`src/rtl/core/s2g_pkg.sv`:
```
package s2g_pkg;

    localparam int GRID_DIM     = 129;
    localparam int IDX_W        = $clog2(GRID_DIM);
    localparam int ANGLE_W      = 32;
    localparam int CFG_W        = 24;
    localparam int CELL_W       = 23;
    localparam int XY_W         = 58;
    localparam int N_W          = 60;
    localparam int DIV_W        = CELL_W + IDX_W + 1;
    localparam int NQ_W         = DIV_W + 1;
    localparam int Z_W          = 24;
    localparam int RED_W        = 33;
    localparam int STEP_W       = 5;
    localparam int CORDIC_ITERS = 20;
    localparam int RED_STEPS    = 10;

    localparam logic [29:0]      CORDIC_GAIN = 30'd652032874;
    localparam logic [RED_W-1:0] TWO_PI      = 33'd6588397;
    localparam logic [RED_W:0]   RED_OFFSET  = 34'd2147817422;
    localparam logic signed [Z_W:0] PI_Z      = 25'sd3294199;
    localparam logic signed [Z_W:0] TWO_PI_Z  = 25'sd6588397;
    localparam logic signed [Z_W:0] HALF_PI_Z = 25'sd1647099;

    localparam logic [2:0] REG_ANGLE_START = 3'd0;
    localparam logic [2:0] REG_ANGLE_STEP  = 3'd1;
    localparam logic [2:0] REG_GRID_ORIGIN = 3'd2;
    localparam logic [2:0] REG_CELL_SIZE   = 3'd3;
    localparam logic [2:0] REG_MAX_RANGE   = 3'd4;

    localparam logic [1:0] ST_MARKED  = 2'd0;
    localparam logic [1:0] ST_SKIPPED = 2'd1;
    localparam logic [1:0] ST_OUTSIDE = 2'd2;

    typedef struct packed {
        logic              load;
        logic              red_step;
        logic              fix;
        logic              cordic_step;
        logic              post;
        logic              chk;
        logic              div_step;
        logic              finish;
        logic [STEP_W-1:0] step;
    } t_cmd;

    typedef struct packed {
        logic skip;
        logic outside;
    } t_stat;

    function automatic logic [Z_W-1:0] atan_q20(input logic [STEP_W-1:0] i);
        logic [Z_W-1:0] v;
        unique case (i)
            5'd0:    v = 24'd823550;
            5'd1:    v = 24'd486170;
            5'd2:    v = 24'd256879;
            5'd3:    v = 24'd130396;
            5'd4:    v = 24'd65451;
            5'd5:    v = 24'd32757;
            5'd6:    v = 24'd16383;
            5'd7:    v = 24'd8192;
            5'd8:    v = 24'd4096;
            5'd9:    v = 24'd2048;
            5'd10:   v = 24'd1024;
            5'd11:   v = 24'd512;
            5'd12:   v = 24'd256;
            5'd13:   v = 24'd128;
            5'd14:   v = 24'd64;
            5'd15:   v = 24'd32;
            5'd16:   v = 24'd16;
            5'd17:   v = 24'd8;
            5'd18:   v = 24'd4;
            5'd19:   v = 24'd2;
            default: v = 24'd0;
        endcase
        return v;
    endfunction

endpackage

```
`src/rtl/core/scan_to_grid_cell.sv`:
```
// laser scan sample to occupancy grid cell: each range sample is rotated by the running
// beam angle (20-step cordic), offset by the grid origin and floored by the cell size;
// one transaction in gives one transaction out. a hit runs through a load, 10 angle
// reduction steps, a fold, 20 cordic iterations, an offset step, a check step, 8
// restoring division steps and an output step. a skipped sample goes from the first
// reduction step to the output step, a cell outside the grid from the first division
// step. the block takes one sample at a time; the result sits in an output register
// so the next sample is accepted while it waits, and a result that finds the register
// still full holds in the output step until it drains. config must be written while
// idle; the block does not enforce it. writing angle_start also restarts the scan
module scan_to_grid_cell
    import s2g_pkg::*;
(
    input  logic             i_clk,
    input  logic             i_rst_n,
    // config write port
    input  logic             i_cfg_we,
    input  logic [2:0]       i_cfg_idx,
    input  logic [CFG_W-1:0] i_cfg_data,
    // sample input
    input  logic             i_valid,
    output logic             o_ready,
    input  logic [23:0]      i_range_value,
    input  logic             i_last_sample,
    // cell output
    output logic             o_valid,
    input  logic             i_ready,
    output logic [7:0]       o_cell_col,
    output logic [7:0]       o_cell_row,
    output logic [1:0]       o_status,
    output logic             o_end_of_scan
);

    t_cmd  cmd;
    t_stat stat;

    // sequencer: walks reduction, cordic and division steps
    s2g_ctrl u_ctrl (
        .i_clk   (i_clk),
        .i_rst_n (i_rst_n),
        .i_valid (i_valid),
        .o_ready (o_ready),
        .o_valid (o_valid),
        .i_ready (i_ready),
        .i_stat  (stat),
        .o_cmd   (cmd)
    );

    // config registers, beam angle, arithmetic and output register
    s2g_datapath u_dp (
        .i_clk         (i_clk),
        .i_rst_n       (i_rst_n),
        .i_cfg_we      (i_cfg_we),
        .i_cfg_idx     (i_cfg_idx),
        .i_cfg_data    (i_cfg_data),
        .i_range_value (i_range_value),
        .i_last_sample (i_last_sample),
        .i_cmd         (cmd),
        .o_stat        (stat),
        .o_cell_col    (o_cell_col),
        .o_cell_row    (o_cell_row),
        .o_status      (o_status),
        .o_end_of_scan (o_end_of_scan)
    );

endmodule

```
`src/rtl/core/s2g_ctrl.sv`:
```
module s2g_ctrl
    import s2g_pkg::*;
(
    input  logic  i_clk,
    input  logic  i_rst_n,
    input  logic  i_valid,
    output logic  o_ready,
    output logic  o_valid,
    input  logic  i_ready,
    input  t_stat i_stat,
    output t_cmd  o_cmd
);

    localparam logic [2:0] S_IDLE   = 3'd0;
    localparam logic [2:0] S_RED    = 3'd1;
    localparam logic [2:0] S_FIX    = 3'd2;
    localparam logic [2:0] S_CORDIC = 3'd3;
    localparam logic [2:0] S_POST   = 3'd4;
    localparam logic [2:0] S_CHK    = 3'd5;
    localparam logic [2:0] S_DIV    = 3'd6;
    localparam logic [2:0] S_DONE   = 3'd7;

    logic [2:0]        r_state, n_state;
    logic [STEP_W-1:0] r_step, n_step;
    logic              r_out_valid, n_out_valid;

    assign o_ready = (r_state == S_IDLE);
    assign o_valid = r_out_valid;

    always_comb begin
        n_state     = r_state;
        n_step      = r_step;
        n_out_valid = r_out_valid && !i_ready;
        o_cmd       = '0;
        o_cmd.step  = r_step;
        unique case (r_state)
            S_IDLE: begin
                if (i_valid) begin
                    o_cmd.load = 1'b1;
                    n_step     = STEP_W'(RED_STEPS - 1);
                    n_state    = S_RED;
                end
            end
            S_RED: begin
                if (i_stat.skip) begin
                    n_state = S_DONE;
                end else begin
                    o_cmd.red_step = 1'b1;
                    n_step         = r_step - 1'b1;
                    if (r_step == '0) n_state = S_FIX;
                end
            end
            S_FIX: begin
                o_cmd.fix = 1'b1;
                n_step    = '0;
                n_state   = S_CORDIC;
            end
            S_CORDIC: begin
                o_cmd.cordic_step = 1'b1;
                n_step            = r_step + 1'b1;
                if (r_step == STEP_W'(CORDIC_ITERS - 1)) n_state = S_POST;
            end
            S_POST: begin
                o_cmd.post = 1'b1;
                n_state    = S_CHK;
            end
            S_CHK: begin
                o_cmd.chk = 1'b1;
                n_step    = STEP_W'(IDX_W - 1);
                n_state   = S_DIV;
            end
            S_DIV: begin
                if (i_stat.outside) begin
                    n_state = S_DONE;
                end else begin
                    o_cmd.div_step = 1'b1;
                    n_step         = r_step - 1'b1;
                    if (r_step == '0) n_state = S_DONE;
                end
            end
            S_DONE: begin
                if (!r_out_valid || i_ready) begin
                    o_cmd.finish = 1'b1;
                    n_out_valid  = 1'b1;
                    n_state      = S_IDLE;
                end
            end
            default: n_state = S_IDLE;
        endcase
    end

    always_ff @(posedge i_clk) begin
        if (!i_rst_n) begin
            r_state     <= S_IDLE;
            r_step      <= '0;
            r_out_valid <= 1'b0;
        end else begin
            r_state     <= n_state;
            r_step      <= n_step;
            r_out_valid <= n_out_valid;
        end
    end

endmodule

```
`src/rtl/core/s2g_datapath.sv`:
```
module s2g_datapath
    import s2g_pkg::*;
(
    input  logic             i_clk,
    input  logic             i_rst_n,
    input  logic             i_cfg_we,
    input  logic [2:0]       i_cfg_idx,
    input  logic [CFG_W-1:0] i_cfg_data,
    input  logic [23:0]      i_range_value,
    input  logic             i_last_sample,
    input  t_cmd             i_cmd,
    output t_stat            o_stat,
    output logic [7:0]       o_cell_col,
    output logic [7:0]       o_cell_row,
    output logic [1:0]       o_status,
    output logic             o_end_of_scan
);

    logic [CFG_W-1:0]  r_angle_start, r_angle_step, r_grid_origin, r_max_range;
    logic [CELL_W-1:0] r_cell_size;
    logic [ANGLE_W-1:0] r_beam;

    logic [RED_W-1:0]      r_red;
    logic signed [Z_W-1:0] r_z;
    logic                  r_flip;
    logic signed [XY_W-1:0] r_x, r_y;
    logic signed [NQ_W-1:0] r_nx, r_ny;
    logic [DIV_W-1:0]      r_rx, r_ry;
    logic [IDX_W-1:0]      r_qx, r_qy;
    logic                  r_skip, r_outside, r_last;

    logic [CELL_W-1:0] cell_eff;
    logic [DIV_W-1:0]  limit;
    logic [RED_W-1:0]  red_sub;
    logic signed [Z_W:0] z0, z1;
    logic signed [XY_W-1:0] xf, yf;
    logic signed [N_W-1:0]  org_q, dx, dy, sx, sy;
    logic [DIV_W-1:0] dsub;

    assign cell_eff = (r_cell_size == '0) ? CELL_W'(1) : r_cell_size;
    assign limit    = DIV_W'(GRID_DIM) * DIV_W'(cell_eff);
    assign red_sub  = TWO_PI << i_cmd.step;
    assign dsub     = DIV_W'(cell_eff) << i_cmd.step;

    // reduced angle into [-pi, pi], then folded into the right half plane
    always_comb begin
        z0 = $signed({2'b00, r_red[22:0]});
        if (z0 > PI_Z) z0 = z0 - TWO_PI_Z;
        z1 = z0;
        if (z0 > HALF_PI_Z)       z1 = z0 - PI_Z;
        else if (z0 < -HALF_PI_Z) z1 = z0 + PI_Z;
    end

    always_comb begin
        xf    = r_flip ? -r_x : r_x;
        yf    = r_flip ? -r_y : r_y;
        org_q = N_W'($signed(r_grid_origin)) <<< 30;
        dx    = N_W'(xf) - org_q;
        dy    = N_W'(yf) - org_q;
        sx    = dx >>> 30;
        sy    = dy >>> 30;
    end

    assign o_stat.skip    = r_skip;
    assign o_stat.outside = r_outside;

    always_ff @(posedge i_clk) begin
        if (!i_rst_n) begin
            r_angle_start <= '0;
            r_angle_step  <= '0;
            r_grid_origin <= 24'hFB0000;
            r_cell_size   <= 23'd5120;
            r_max_range   <= 24'd327680;
            r_beam        <= '0;
        end else if (i_cfg_we) begin
            unique case (i_cfg_idx)
                REG_ANGLE_START: begin
                    r_angle_start <= i_cfg_data;
                    r_beam        <= ANGLE_W'($signed(i_cfg_data));
                end
                REG_ANGLE_STEP:  r_angle_step  <= i_cfg_data;
                REG_GRID_ORIGIN: r_grid_origin <= i_cfg_data;
                REG_CELL_SIZE:   r_cell_size   <= i_cfg_data[CELL_W-1:0];
                REG_MAX_RANGE:   r_max_range   <= i_cfg_data;
                default: ;
            endcase
        end else if (i_cmd.load) begin
            r_beam <= i_last_sample ? ANGLE_W'($signed(r_angle_start))
                                    : r_beam + ANGLE_W'($signed(r_angle_step));
        end
    end

    always_ff @(posedge i_clk) begin
        if (i_cmd.load) begin
            // offset by a multiple of 2pi so the angle is positive
            r_red  <= RED_W'((RED_W+1)'($signed(r_beam)) + RED_OFFSET);
            r_x    <= XY_W'(i_range_value * CORDIC_GAIN);
            r_y    <= '0;
            r_skip <= (i_range_value == '0) || (i_range_value > r_max_range);
            r_last <= i_last_sample;
            r_outside <= 1'b0;
            r_qx   <= '0;
            r_qy   <= '0;
        end
        if (i_cmd.red_step && r_red >= red_sub) r_red <= r_red - red_sub;
        if (i_cmd.fix) begin
            r_z    <= Z_W'(z1);
            r_flip <= (z0 > HALF_PI_Z) || (z0 < -HALF_PI_Z);
        end
        if (i_cmd.cordic_step) begin
            if (r_z >= 0) begin
                r_x <= r_x - (r_y >>> i_cmd.step);
                r_y <= r_y + (r_x >>> i_cmd.step);
                r_z <= r_z - $signed(atan_q20(i_cmd.step));
            end else begin
                r_x <= r_x + (r_y >>> i_cmd.step);
                r_y <= r_y - (r_x >>> i_cmd.step);
                r_z <= r_z + $signed(atan_q20(i_cmd.step));
            end
        end
        if (i_cmd.post) begin
            r_nx <= sx[NQ_W-1:0];
            r_ny <= sy[NQ_W-1:0];
        end
        if (i_cmd.chk) begin
            r_outside <= r_nx[NQ_W-1] || r_ny[NQ_W-1]
                      || (r_nx[DIV_W-1:0] >= limit) || (r_ny[DIV_W-1:0] >= limit);
            r_rx <= r_nx[DIV_W-1:0];
            r_ry <= r_ny[DIV_W-1:0];
        end
        if (i_cmd.div_step) begin
            if (r_rx >= dsub) r_rx <= r_rx - dsub;
            if (r_ry >= dsub) r_ry <= r_ry - dsub;
            r_qx <= {r_qx[IDX_W-2:0], r_rx >= dsub};
            r_qy <= {r_qy[IDX_W-2:0], r_ry >= dsub};
        end
        if (i_cmd.finish) begin
            o_end_of_scan <= r_last;
            if (r_skip) begin
                o_status   <= ST_SKIPPED;
                o_cell_col <= '0;
                o_cell_row <= '0;
            end else if (r_outside) begin
                o_status   <= ST_OUTSIDE;
                o_cell_col <= '0;
                o_cell_row <= '0;
            end else begin
                o_status   <= ST_MARKED;
                o_cell_col <= 8'(r_qx);
                o_cell_row <= 8'(r_qy);
            end
        end
    end

endmodule

```
`config.mk`:
```
export PLATFORM = sky130hd
export DESIGN_NAME = scan_to_grid_cell
export DESIGN_NICKNAME = d
export VERILOG_FILES = /design/src/rtl/core/s2g_pkg.sv /design/src/rtl/core/scan_to_grid_cell.sv /design/src/rtl/core/s2g_ctrl.sv /design/src/rtl/core/s2g_datapath.sv
export SDC_FILE = /design/constraint.sdc
export NUM_CORES = 2
export LEC_CHECK = 0
export BUFFER_PORTS_ARGS = -buffer_cell sky130_fd_sc_hd__buf_2
export CAP_MARGIN = 15
export CORE_ASPECT_RATIO = 0.9
export CORE_MARGIN = 3
export CORE_UTILIZATION = 60
export CTS_BUF_LIST = sky130_fd_sc_hd__clkbuf_4 sky130_fd_sc_hd__clkbuf_8 sky130_fd_sc_hd__clkbuf_16
export CTS_CLUSTER_SIZE = 14
export DETAILED_ROUTE_END_ITERATION = 7
export PLACE_DENSITY_LB_ADDON = 0.05
export SLEW_MARGIN = 20
export SYNTH_ARGS = -nofsm -noshare
export SYNTH_HDL_FRONTEND = slang
export SYNTH_HIERARCHICAL = 1
export SYNTH_SLANG_ARGS = --single-unit
```
`constraint.sdc`:
```
create_clock -name i_clk -period 14.6 [get_ports i_clk]
set_clock_uncertainty 0.2 [all_clocks]
set_input_delay 2.19 -clock i_clk [delete_from_list [all_inputs] [get_ports i_clk]]
set_output_delay 2.19 -clock i_clk [all_outputs]
set_load 0.01 [all_outputs]
```
==> impl_results.md <==
- Outcome: complete, no violations
- Proportion of synthesized flip-flops having asynchronous set or reset: 0%
- Sum of routed wire length over all layers: 216600 µm
- Boundary pin count: 78
- Portion of synthesized cell area occupied by the leading cell type: 13.61%
- Number of instances in the synthesized netlist: 7731
- Register area share after synthesis: 19.16%
- Number of input and output port buffers inserted: 77
- Die extent in x: 354.9 µm
- Count of endpoints failing setup in the final report: 0
- Number of remaining DRC errors: 0
- Clock-pin slew of the registers on the worst-case setup and hold paths: 0.06 ns
- Worst setup slack for register-to-register paths: 5.56 ns
- Count of flip-flops with a built-in enable after synthesis: 270
- Highest attainable clock frequency: 105.6 MHz
- Cell area after technology mapping: 65720 µm²
- Normalized max-slew margin: 22.15%
- Core ar.: 108000 µm²
- Count of hold buffers inserted by post-cts repair: 0
- Most frequent cells in the layout: 857 x sky130_fd_sc_hd__nand2_1, 715 x sky130_fd_sc_hd__ha_1, 633 x sky130_fd_sc_hd__inv_1
- Detail Placement HPWL: 170800 µm
- Maximum fanout along the worst path: 7
- Setup crit start kind: input pin
- Root Driver: sky130_fd_sc_hd__clkbuf_16
- Final Critical Period: 9.472 ns
- Hold path start: u_dp/r_grid_origin[18]
- Aggregate global-route resource usage: 37.00%
- Start point of the critical path: i_range_value[12]
- Top cells by area in the synthesized netlist: sky130_fd_sc_hd__ha_1 14%, sky130_fd_sc_hd__edfxtp_1 12%, sky130_fd_sc_hd__fa_1 9.2%
- Cell type contributing the most total cell area after synthesis: sky130_fd_sc_hd__ha_1
- Slew of the pin with the lowest slew margin: 1.157 ns
- Number of buffers created by CTS: 58
- Drt pass-1 iters: 6
- DR vias/cell: 6.428
- Ratio of cells with drive above 1 in the final layout: 7.330%
- Final period utilization: 64.87%
- Floorplan die area: 113500 µm²
- CP Capture Type: register
- Unrepaired setup endpoints after global routing: no
- Filler cell count in the final layout: 9505
- Routed vias: 58280
- CP Capture Point: u_dp/r_x[52]
- Antenna viol nets, final: 0
- Total congestion overflow: 0
- Prevailing post-synth register cell: sky130_fd_sc_hd__edfxtp_1
- Most common cell after layout, fill and taps aside: sky130_fd_sc_hd__nand2_1
- First-pass GRT wire length: 326300 µm
- 1st-iter DRT viols: 6761
- Placed standard-cell area: 67000 µm²
- Clock sink count: 494
- Number of synthesized register bits: 494
- Maximum number of buffers from clock root to sink: 3
- Post-cts sizing count: 0
- Path depth of the worst reg2reg path: 24
- FP Rows: 114
- Post-synth cell types: 101
- Final hold vios: 0
- Max Transition Viols Final: 0
- Capture instance of the worst register-to-register path: u_dp/r_y[54]
- Initial antenna violation count: 8
- Final design instance area without fill: 69000 µm²
- Maximum number of pins on one net before global-route repair: 183
- Max-capacitance violation count: 0
- Critical path type: input pin to register
- Worst flop-to-flop path startpoint: u_ctrl/r_step[3]
- Min setup slack post-route: 5.128 ns
- Yosys warning count: 6
- Syn_area_per_cell: 8.500 µm²
- Synthesis-to-finish area growth: 5.000%
- Post-CTS Setup Bufs: 0
- Total negative slack for setup checks: 0 ns
- Die Ht: 320.0 µm
- Worst Path Required: 14.78 ns
- Clk Latency, worst-skew pair: 0.67 ns
- Clock tree from TritonCTS: built
- DR WL/cell: 23.89 µm
- Synthesized netlist net count: 8804
- Via count of the first global-routing pass: 53720
- Number of nets in the layout: 8639
- Setup slack after placement: 4.497 ns
- # H-tree levels: 2
- Starting density of the core: 60.86%
- Critical Path AT: 9.65 ns
- Final Wtd Congestion: 1.006
- Hold WC Path Type: register to register
==> cell usage after synthesis, types with 89 or more instances <==
master	number
sky130_fd_sc_hd__nand3_1	121
sky130_fd_sc_hd__xnor2_1	376
sky130_fd_sc_hd__mux2i_1	197
sky130_fd_sc_hd__o21ai_0	486
sky130_fd_sc_hd__a21oi_1	514
sky130_fd_sc_hd__edfxtp_1	270
sky130_fd_sc_hd__inv_1	636
sky130_fd_sc_hd__nand2b_1	113
sky130_fd_sc_hd__and2_1	95
sky130_fd_sc_hd__o21a_1	89
sky130_fd_sc_hd__nor2_1	503
sky130_fd_sc_hd__a21o_1	184
sky130_fd_sc_hd__a21boi_0	135
sky130_fd_sc_hd__ha_1	715
sky130_fd_sc_hd__fa_1	301
sky130_fd_sc_hd__xor2_1	217
sky130_fd_sc_hd__clkbuf_1	270
sky130_fd_sc_hd__nand2_1	857
sky130_fd_sc_hd__mux4_2	133
sky130_fd_sc_hd__nor3_1	144
sky130_fd_sc_hd__dfxtp_1	224
==> worst min-delay path by stage <==
stage	to	slack, ns	cells past startpoint
after floorplan	u_dp/o_end_of_scan	0.20	0
after global placement	u_dp/r_angle_start[13]	0.25	2
after detailed placement	u_dp/r_max_range[14]	0.26	2
after CTS	u_dp/r_max_range[17]	0.27	2
after global routing	u_dp/r_max_range[14]	0.29	2
final	u_dp/r_grid_origin[18]	0.26	2
==> final cells by class <==
| class | instances | area (µm²) | area share (%) |
|---|---|---|---|
| tap | 1450 | 1814 | 2.629 |
| timing repair buffer | 124 | 765.7 | 1.110 |
| multi-input combinational | 6248 | 49390 | 71.58 |
| inverter | 640 | 2415 | 3.500 |
| antenna | 3 | 7.507 | 0.01088 |
| sequential | 494 | 12610 | 18.28 |
| clock inverter | 25 | 267.8 | 0.3880 |
| clock buffer | 82 | 1729 | 2.506 |
==> metrics by stage <==
step	std cells	utilization [%]	hold WS, ns
finish	9066	63.90	0.2647
detailed placement	8956	62.05	0.2587
floorplan	7731	-	0.2003
CTS	9063	63.90	0.2650
global route	9064	63.90	0.2878
global placement	8956	62.05	0.2515
==> state kept, by name, summed over array words and instances, names as in the netlist, 24 cells and up <==
name and cells:
u_dp/r_ry 32, u_dp/r_rx 32, u_dp/r_nx 29, u_dp/r_ny 29
u_dp/r_y 58, u_dp/r_max_range 24, u_dp/r_grid_origin 24, u_dp/r_beam 32
u_dp/r_z 24, u_dp/r_angle_step 24, u_dp/r_x 58, u_dp/r_red 33
u_dp/r_angle_start 24
==> metal layers <==
layer	vias to the layer above	track usage, %	share of wire, %
met1	27780	54.34	44
met2	2949	54.37	42
met3	387	6.888	10
li1	27160	-	-
met5	-	0	0.012
met4	4	13.16	4.0
==> critical path, cell delays in order <==
cell and delay [ns]:
sky130_fd_sc_hd__buf_2 0.17, sky130_fd_sc_hd__ha_1 0.44, sky130_fd_sc_hd__inv_1 0.13, sky130_fd_sc_hd__fa_1 0.56
sky130_fd_sc_hd__inv_1 0.07, sky130_fd_sc_hd__fa_1 0.50, sky130_fd_sc_hd__inv_1 0.05, sky130_fd_sc_hd__fa_1 0.49
sky130_fd_sc_hd__inv_1 0.06, sky130_fd_sc_hd__fa_1 0.50, sky130_fd_sc_hd__fa_1 0.55, sky130_fd_sc_hd__inv_1 0.06
sky130_fd_sc_hd__fa_1 0.55, sky130_fd_sc_hd__inv_1 0.06, sky130_fd_sc_hd__ha_1 0.37, sky130_fd_sc_hd__and3_1 0.22
sky130_fd_sc_hd__nand4_1 0.09, sky130_fd_sc_hd__or2_2 0.28, sky130_fd_sc_hd__o21ai_0 0.45, sky130_fd_sc_hd__a221oi_1 0.25
sky130_fd_sc_hd__o311ai_0 0.54, sky130_fd_sc_hd__nand3_1 0.12, sky130_fd_sc_hd__o311ai_0 0.24, sky130_fd_sc_hd__a21oi_1 0.19
sky130_fd_sc_hd__a31oi_1 0.17, sky130_fd_sc_hd__a21oi_1 0.11, sky130_fd_sc_hd__xor2_1 0.16, sky130_fd_sc_hd__o21ai_0 0.09
==> logic make-up after synthesis <==
kind of cell / synth area share, %
AND/OR/NAND/NOR: 16.19
AO/OA/AOI/OAI: 18.86
adder cells (fa/ha/maj): 22.78
buffers and inverters: 5.759
XOR/XNOR: 7.903
flip-flops: 19.16
multiplexers: 9.347
Power is left out: the tool's default activity adds up to more than one toggle a clock period on the data nets, which glitch-free logic cannot reach.
